**config.mk**
```make
export PLATFORM = sky130hd
export DESIGN_NAME = button_gesture_classifier
export DESIGN_NICKNAME = d
export VERILOG_FILES = /design/src/sv/bgc_pkg.sv /design/src/sv/bgc_cfg.sv /design/src/sv/bgc_core.sv /design/src/sv/button_gesture_classifier.sv
export SDC_FILE = /design/constraint.sdc
export NUM_CORES = 1
export LEC_CHECK = 0
export BUFFER_PORTS_ARGS = -buffer_cell sky130_fd_sc_hd__buf_2
export CAP_MARGIN = 20
export CORE_MARGIN = 2
export CORE_UTILIZATION = 63
export CTS_CLUSTER_DIAMETER = 200
export DETAILED_ROUTE_END_ITERATION = 8
export PLACE_DENSITY = 0.88
export SLEW_MARGIN = 20
export SYNTH_ARGS = -nofsm -noshare
export SYNTH_HDL_FRONTEND = slang
export SYNTH_SLANG_ARGS = --single-unit
```
**constraint.sdc**
```tcl
create_clock -name clk -period 9.2 [get_ports clk]
set_clock_uncertainty 0.2 [all_clocks]
set_input_delay 1.38 -clock clk [delete_from_list [all_inputs] [get_ports clk]]
set_output_delay 1.38 -clock clk [all_outputs]
set_load 0.02 [all_outputs]
```
**src/sv/bgc_pkg.sv**
```systemverilog
// bgc_pkg: shared types and constants for the button gesture classifier
// no dependencies; used by bgc_cfg, bgc_core and button_gesture_classifier
package bgc_pkg;

	localparam int unsigned TimeW = 32;
	localparam int unsigned CfgW  = 16;
	localparam int unsigned IdxW  = 2;

	localparam logic [CfgW-1:0] DebounceRst = 16'd50;
	localparam logic [CfgW-1:0] LongRst     = 16'd500;
	localparam logic [CfgW-1:0] DoubleRst   = 16'd300;

	typedef enum logic [IdxW-1:0] {
		REG_DEBOUNCE = 2'd0,
		REG_LONG     = 2'd1,
		REG_DOUBLE   = 2'd2
	} reg_idx_t;

	typedef enum logic [1:0] {
		EV_NONE   = 2'd0,
		EV_SHORT  = 2'd1,
		EV_DOUBLE = 2'd2,
		EV_LONG   = 2'd3
	} ev_t;

	typedef enum logic {
		OP_EDGE = 1'b0,
		OP_POLL = 1'b1
	} op_t;

	typedef struct packed {
		logic [CfgW-1:0] debounce_ms;
		logic [CfgW-1:0] long_press_ms;
		logic [CfgW-1:0] double_press_ms;
	} cfg_t;

endpackage

```
**src/sv/bgc_cfg.sv**
```systemverilog
// bgc_cfg: configuration register file (debounce, long press, double press)
// depends on bgc_pkg
module bgc_cfg (
	input  logic                        clk,
	input  logic                        arst_n,
	input  logic                        wr_en,
	input  logic [bgc_pkg::IdxW-1:0]    wr_index,
	input  logic [bgc_pkg::CfgW-1:0]    wr_data,
	output bgc_pkg::cfg_t               cfg
);

	bgc_pkg::cfg_t cfg_q;

	always_ff @(posedge clk or negedge arst_n) begin
		if (!arst_n) begin
			cfg_q.debounce_ms     <= bgc_pkg::DebounceRst;
			cfg_q.long_press_ms   <= bgc_pkg::LongRst;
			cfg_q.double_press_ms <= bgc_pkg::DoubleRst;
		end else if (wr_en) begin
			unique case (wr_index)
				bgc_pkg::REG_DEBOUNCE: cfg_q.debounce_ms     <= wr_data;
				bgc_pkg::REG_LONG:     cfg_q.long_press_ms   <= wr_data;
				bgc_pkg::REG_DOUBLE:   cfg_q.double_press_ms <= wr_data;
				default: ;
			endcase
		end
	end

	assign cfg = cfg_q;

endmodule

```
**src/sv/bgc_core.sv**
```systemverilog
// bgc_core: button state registers and the per-request classification logic
// depends on bgc_pkg
module bgc_core (
	input  logic                         clk,
	input  logic                         arst_n,
	input  logic                         advance,
	input  logic                         op,
	input  logic [bgc_pkg::TimeW-1:0]    now_ms,
	input  bgc_pkg::cfg_t                cfg,
	output bgc_pkg::ev_t                 ev,
	output logic                         chg
);

	logic                       is_pressed_q, was_released_q, press_handled_q, awaiting_q;
	logic [bgc_pkg::TimeW-1:0]  last_edge_q, press_start_q, first_click_q;

	logic                       is_pressed_d, was_released_d, press_handled_d, awaiting_d;
	logic [bgc_pkg::TimeW-1:0]  last_edge_d, press_start_d, first_click_d;

	logic [bgc_pkg::TimeW-1:0]  since_edge, held, since_click_d;
	logic [bgc_pkg::TimeW-1:0]  long_ext, dbl_ext, deb_ext;
	logic                       is_long, in_window, returned;

	assign long_ext   = {{(bgc_pkg::TimeW-bgc_pkg::CfgW){1'b0}}, cfg.long_press_ms};
	assign dbl_ext    = {{(bgc_pkg::TimeW-bgc_pkg::CfgW){1'b0}}, cfg.double_press_ms};
	assign deb_ext    = {{(bgc_pkg::TimeW-bgc_pkg::CfgW){1'b0}}, cfg.debounce_ms};
	assign since_edge = now_ms - last_edge_q;
	assign held       = now_ms - press_start_q;
	assign is_long    = held >= long_ext;
	assign in_window  = (now_ms - first_click_q) <= dbl_ext;

	always_comb begin
		is_pressed_d    = is_pressed_q;
		was_released_d  = was_released_q;
		press_handled_d = press_handled_q;
		awaiting_d      = awaiting_q;
		last_edge_d     = last_edge_q;
		press_start_d   = press_start_q;
		first_click_d   = first_click_q;
		ev              = bgc_pkg::EV_NONE;
		chg             = 1'b0;
		returned        = 1'b0;
		since_click_d   = '0;
		if (op == bgc_pkg::OP_EDGE) begin
			if (since_edge >= deb_ext) begin
				last_edge_d = now_ms;
				if (!is_pressed_q) begin
					press_start_d   = now_ms;
					is_pressed_d    = 1'b1;
					was_released_d  = 1'b0;
					press_handled_d = 1'b0;
				end else begin
					is_pressed_d   = 1'b0;
					was_released_d = 1'b1;
				end
			end
		end else begin
			if (!press_handled_q) begin
				if (is_pressed_q && is_long) begin
					ev              = bgc_pkg::EV_LONG;
					chg             = 1'b1;
					press_handled_d = 1'b1;
				end
				if (was_released_q) begin
					if (!is_long) begin
						if (awaiting_q && in_window) begin
							// double press skips the window-expiry check
							ev              = bgc_pkg::EV_DOUBLE;
							chg             = 1'b0;
							awaiting_d      = 1'b0;
							press_handled_d = 1'b1;
							returned        = 1'b1;
						end else if (!awaiting_q) begin
							awaiting_d      = 1'b1;
							first_click_d   = now_ms;
							press_handled_d = 1'b1;
						end
					end else begin
						ev              = bgc_pkg::EV_LONG;
						chg             = 1'b1;
						press_handled_d = 1'b1;
					end
				end
			end
			since_click_d = now_ms - first_click_d;
			if (!returned && awaiting_d && (since_click_d > dbl_ext)) begin
				ev              = bgc_pkg::EV_SHORT;
				chg             = 1'b1;
				press_handled_d = 1'b1;
				awaiting_d      = 1'b0;
			end
		end
	end

	always_ff @(posedge clk or negedge arst_n) begin
		if (!arst_n) begin
			is_pressed_q    <= 1'b0;
			was_released_q  <= 1'b0;
			press_handled_q <= 1'b1;
			awaiting_q      <= 1'b0;
			last_edge_q     <= '0;
			press_start_q   <= '0;
			first_click_q   <= '0;
		end else if (advance) begin
			is_pressed_q    <= is_pressed_d;
			was_released_q  <= was_released_d;
			press_handled_q <= press_handled_d;
			awaiting_q      <= awaiting_d;
			last_edge_q     <= last_edge_d;
			press_start_q   <= press_start_d;
			first_click_q   <= first_click_d;
		end
	end

endmodule

```
**src/sv/button_gesture_classifier.sv**
```systemverilog
// button_gesture_classifier: top level, input register, result register
// depends on bgc_pkg, bgc_cfg and bgc_core
// a request is held in the input register, then its result in the result register, which drives the result port
// throughput: one request per cycle while out_ready does not stall the result register
// reset: button state to idle, registers to 50/500/300 ms, both pipeline stages empty
// config writes are taken every cycle (cfg_ready tied high)
module button_gesture_classifier (
	input  logic                         clk,
	input  logic                         arst_n,
	input  logic                         in_valid,
	output logic                         in_ready,
	input  logic                         op,
	input  logic [bgc_pkg::TimeW-1:0]    now_ms,
	output logic                         out_valid,
	input  logic                         out_ready,
	output logic [1:0]                   event_code,
	output logic                         changed_flag,
	input  logic                         cfg_valid,
	output logic                         cfg_ready,
	input  logic [bgc_pkg::IdxW-1:0]     cfg_index,
	input  logic [bgc_pkg::CfgW-1:0]     cfg_data
);

	logic                       valid_s1, op_s1;
	logic [bgc_pkg::TimeW-1:0]  now_s1;
	logic                       valid_s2, chg_s2;
	bgc_pkg::ev_t               ev_s2;
	logic                       advance, chg;
	bgc_pkg::ev_t               ev;
	bgc_pkg::cfg_t              cfg;

	// stage 1 moves on when the result register is free or being drained
	assign advance   = valid_s1 && (!valid_s2 || out_ready);
	assign in_ready  = !valid_s1 || advance;
	assign cfg_ready = 1'b1;

	bgc_cfg u_cfg (
		.clk      (clk),
		.arst_n   (arst_n),
		.wr_en    (cfg_valid && cfg_ready),
		.wr_index (cfg_index),
		.wr_data  (cfg_data),
		.cfg      (cfg)
	);

	bgc_core u_core (
		.clk     (clk),
		.arst_n  (arst_n),
		.advance (advance),
		.op      (op_s1),
		.now_ms  (now_s1),
		.cfg     (cfg),
		.ev      (ev),
		.chg     (chg)
	);

	always_ff @(posedge clk or negedge arst_n) begin
		if (!arst_n) begin
			valid_s1 <= 1'b0;
			valid_s2 <= 1'b0;
		end else begin
			if (in_ready)
				valid_s1 <= in_valid;
			if (advance)
				valid_s2 <= 1'b1;
			else if (out_ready)
				valid_s2 <= 1'b0;
		end
	end

	always_ff @(posedge clk) begin
		if (in_valid && in_ready) begin
			op_s1  <= op;
			now_s1 <= now_ms;
		end
		if (advance) begin
			ev_s2  <= ev;
			chg_s2 <= chg;
		end
	end

	assign out_valid    = valid_s2;
	assign event_code   = ev_s2;
	assign changed_flag = chg_s2;

endmodule

```
==> flow_summary_export.csv <==
group,metric,value,unit
detailed_routing,drt_pass1_iterations,7,
logic_synthesis,synth_edf_count,35,
global_routing,globalRoute.totalOverflow,0,
critical_path,worst-endpoint-required,9.19,ns
placed_design,gp_routability_congestion,0.999,
power,leakagePower,8.21,nW
placed_design,port_buffers,60,
critical_path,path_delay_family,"compound AO/OA/AOI/OAI gates",
layout,fin_nets,2132,
logic_synthesis,ys_seq_area_share,29.4,%
cts,cts_root_buffer,"sky130_fd_sc_hd__clkbuf_16",
logic_synthesis,yosys_warnings,0,
cts,clkSlewWorstSetupHoldPaths,0.08,ns
logic_synthesis,synth-main-ff-cell,"sky130_fd_sc_hd__dfrtp_1",
layout,fillers,2015,
cts,cts_num_sinks,185,
floorplan,die_x_extent,165,um
critical_path,arrival,9.09,ns
run,maxCapViolations,0,
detailed_routing,drc,0,
logic_synthesis,synthTopCellsByArea,"sky130_fd_sc_hd__dfrtp_1 21%, sky130_fd_sc_hd__ha_1 15%, sky130_fd_sc_hd__mux2_2 6.8%",
logic_synthesis,post_synth_cell_types,86,
detailed_routing,dr.first_iter.drc_count,1260,
timing,slew-limit-headroom,38.3,%
placed_design,dpl.hpwl,36000,um
floorplan,ioPinCount,62,
global_routing,globalRouteTotalUtil,33.5,%
floorplan,coreArea,0.0258,mm2
timing,layout_worst_path_cycle_share,98.9,%
floorplan,initial_utilization,63.4,%
logic_synthesis,synth_seq_cells,185,
power,overall_power_of_the_completed_layout,4.13,mW
cts,hold_buffers,0,
critical_path,cp_slowest_stage_delay,0.48,ns
logic_synthesis,proportion_of_synthesized_flip_flops_having_asynchronous_set_or_reset,81.1,%
logic_synthesis,cell_type_with_the_largest_total_area_after_synthesis,"sky130_fd_sc_hd__dfrtp_1",
detailed_routing,final_antenna_net_count,0,
floorplan,die_h,165,um
status,status,"finished, final reports clean",
critical_path,path_class,"flip-flop to flip-flop",
critical_path,critical_path.endpoint_type,"flip-flop",
logic_synthesis,mapped_area,0.0164,mm2
timing,final_max_slew_viol_count,0,
floorplan,design.die.area,0.0273,mm2
global_routing,grt_max_degree,81,
timing,total_negative_slack_for_setup_checks,0,ns
hold_path,hold_class,"flip-flop to flip-flop",
layout,layout.cells.most_common,"sky130_fd_sc_hd__ha_1",
power,irDropWorstVdd,0.137,mV
detailed_routing,drt-vias-per-instance,6.52,
power,power_per_cell_area,230,mW/mm2
layout,highest_count_cells_in_the_layout_ignoring_fill_and_taps,"188 x sky130_fd_sc_hd__ha_1, 170 x sky130_fd_sc_hd__inv_1, 151 x sky130_fd_sc_hd__a21oi_1, 136 x sky130_fd_sc_hd__dfrtp_1, 125 x sky130_fd_sc_hd__nand2_1",
logic_synthesis,syn_nets,2056,
detailed_routing,routed_wl,45500,um
critical_path,cp_slowest_cell,"sky130_fd_sc_hd__or4_4",
logic_synthesis,postSynthCellCount,1806,
cts,clock_insertion_delay_worst_skew,0.45,ns
cts,tritoncts.num_buffers,17,
timing,max_slew.worst_pin.slew,0.922,ns
layout,flow.area_growth_from_synthesis,9.34,%
logic_synthesis,synth.avg_cell_area,9.08,um2
critical_path,critical_path.max_fanout,7,
critical_path,crit_buf_inv,3,
global_routing,antenna_found_initial,0,
floorplan,rows,59,
timing,finalHoldViolCount,0,
timing,holdWs,0.299,ns
timing,final_setup_violating_endpoints,0,
layout,drive_above_1_share,17.0,%
logic_synthesis,netlist.area_leader.share,20.8,%
cts,clk_path_buf_depth,2,
timing,finalCriticalPeriod,9.10,ns
layout,n_antenna_cell,0,
critical_path,start_kind,"flip-flop",
timing,fmaxAchievable,110,MHz
cts,h-tree-depth,4,
cts,tritoncts_clock_tree,"done",
global_routing,grt_first_pass_wirelength,71200,um
detailed_routing,routed-via-count,14500,
global_routing,vias_in_the_first_global_route,13800,
detailed_routing,detail_route.wl_per_cell,20.4,um
## layout make-up
| type | instances | area (um2) | area share, % |
|---|---|---|---|
| Inverter | 170 | 638 | 3.56 |
| Timing Repair Buffer | 112 | 701 | 3.91 |
| Multi-Input combinational cell | 1396 | 10800 | 60.1 |
| Tap cell | 335 | 419 | 2.34 |
| Clock inverter | 14 | 125 | 0.698 |
| Sequential cell | 185 | 4820 | 26.9 |
| Clock buffer | 18 | 450 | 2.51 |
## worst paths after layout
check | startpoint | end | slack (ns) | cells after the start
hold / removal | valid_s1 | out_valid | 0.30 | 1
max in group asynchronous | arst_n | u_core.last_edge_q[24] | 6.63 | 2
min in group asynchronous | arst_n | u_cfg.cfg[1] | 0.78 | 1
setup / recovery | now_s1[0] | changed_flag | 0.1 | 40
setup reg to reg | now_s1[0] | changed_flag | 0.1 | 40
hold reg to reg | valid_s1 | out_valid | 0.30 | 1
## stage by stage
step	cells	setup WS, ns	area (um2)	utilization (%)
2_1_floorplan	1806	0.779	16400	-
3_3_place_gp	2190	0.146	17200	66.5
3_5_place_dp	2190	-0.158	17200	66.5
4_1_cts	2222	0.0451	17800	68.8
5_1_grt	2230	-0.227	17900	69.4
6_report	2230	0.0990	17900	69.4
## power breakdown
part	leakage [nW]	switching, mW	total (mW)	internal [mW]
registers	2.17	0.107	1.12	1.01
clock network	0.287	0.363	0.737	0.374
logic	5.76	1.31	2.27	0.967
## kinds of logic after synthesis
logic type | Yosys count | share of synthesized area (%)
AO/OA/AOI/OAI | 509 | 20.0
AND/OR/NAND/NOR | 438 | 13.5
buffers and inverters | 225 | 5.52
adder cells (fa/ha/maj) | 194 | 15.0
flip-flops | 185 | 29.4
multiplexers | 168 | 11.9
XOR/XNOR | 86 | 4.60
other | 1 | 0.0229
## registers in the layout (all words and copies together), names as in the netlist
register and flops:
changed_flag 1, event_code 1, now_s1 32, op_s1 1, out_valid 1, u_cfg.cfg 48
u_core.awaiting_q 1, u_core.first_click_q 32, u_core.is_pressed_q 1, u_core.last_edge_q 32, u_core.press_handled_q 1, u_core.press_start_q 32
u_core.was_released_q 1, valid_s1 1
## timing repair
| item | CTS | global route |
|---|---|---|
| pin swaps | 1 | 15 |
| buffers inserted | 0 | 8 |
| gates resized for setup | 5 | 21 |
| hold endpoints to repair | 0 | 0 |
| setup endpoints to repair | 4 | 4 |
## cell usage after synthesis (9+ instances only)
cell type / number
sky130_fd_sc_hd__nand2_1: 125
sky130_fd_sc_hd__dfrtp_1: 136
sky130_fd_sc_hd__nor2_1: 86
sky130_fd_sc_hd__or3_1: 10
sky130_fd_sc_hd__inv_1: 170
sky130_fd_sc_hd__nand4_1: 44
sky130_fd_sc_hd__o211ai_1: 23
sky130_fd_sc_hd__xor2_1: 29
sky130_fd_sc_hd__mux2i_1: 39
sky130_fd_sc_hd__nor2b_1: 16
sky130_fd_sc_hd__o21ai_0: 106
sky130_fd_sc_hd__mux2_2: 99
sky130_fd_sc_hd__clkbuf_1: 38
sky130_fd_sc_hd__nor3_1: 31
sky130_fd_sc_hd__o31ai_1: 10
sky130_fd_sc_hd__a211oi_1: 27
sky130_fd_sc_hd__and2_1: 12
sky130_fd_sc_hd__o2111ai_1: 9
sky130_fd_sc_hd__dfstp_2: 14
sky130_fd_sc_hd__and3_1: 15
sky130_fd_sc_hd__mux2_4: 28
sky130_fd_sc_hd__xnor2_1: 57
sky130_fd_sc_hd__a21o_1: 46
sky130_fd_sc_hd__o21bai_1: 19
sky130_fd_sc_hd__a31oi_1: 10
sky130_fd_sc_hd__ha_1: 190
sky130_fd_sc_hd__nand2b_1: 18
sky130_fd_sc_hd__nand3_1: 30
sky130_fd_sc_hd__o21a_1: 25
sky130_fd_sc_hd__nor3b_1: 10
sky130_fd_sc_hd__edfxtp_1: 35
sky130_fd_sc_hd__a21oi_1: 151
## routing by layer
layer	track usage [%]	share of wire [%]	vias up
li1	-	-	6792
met1	47.7	44	7016
met4	12.0	3.6	0
met5	0	0	-
met3	4.50	8.2	113
met2	52.5	44	616
No activity file was read; power rests on OpenSTA's default activity.
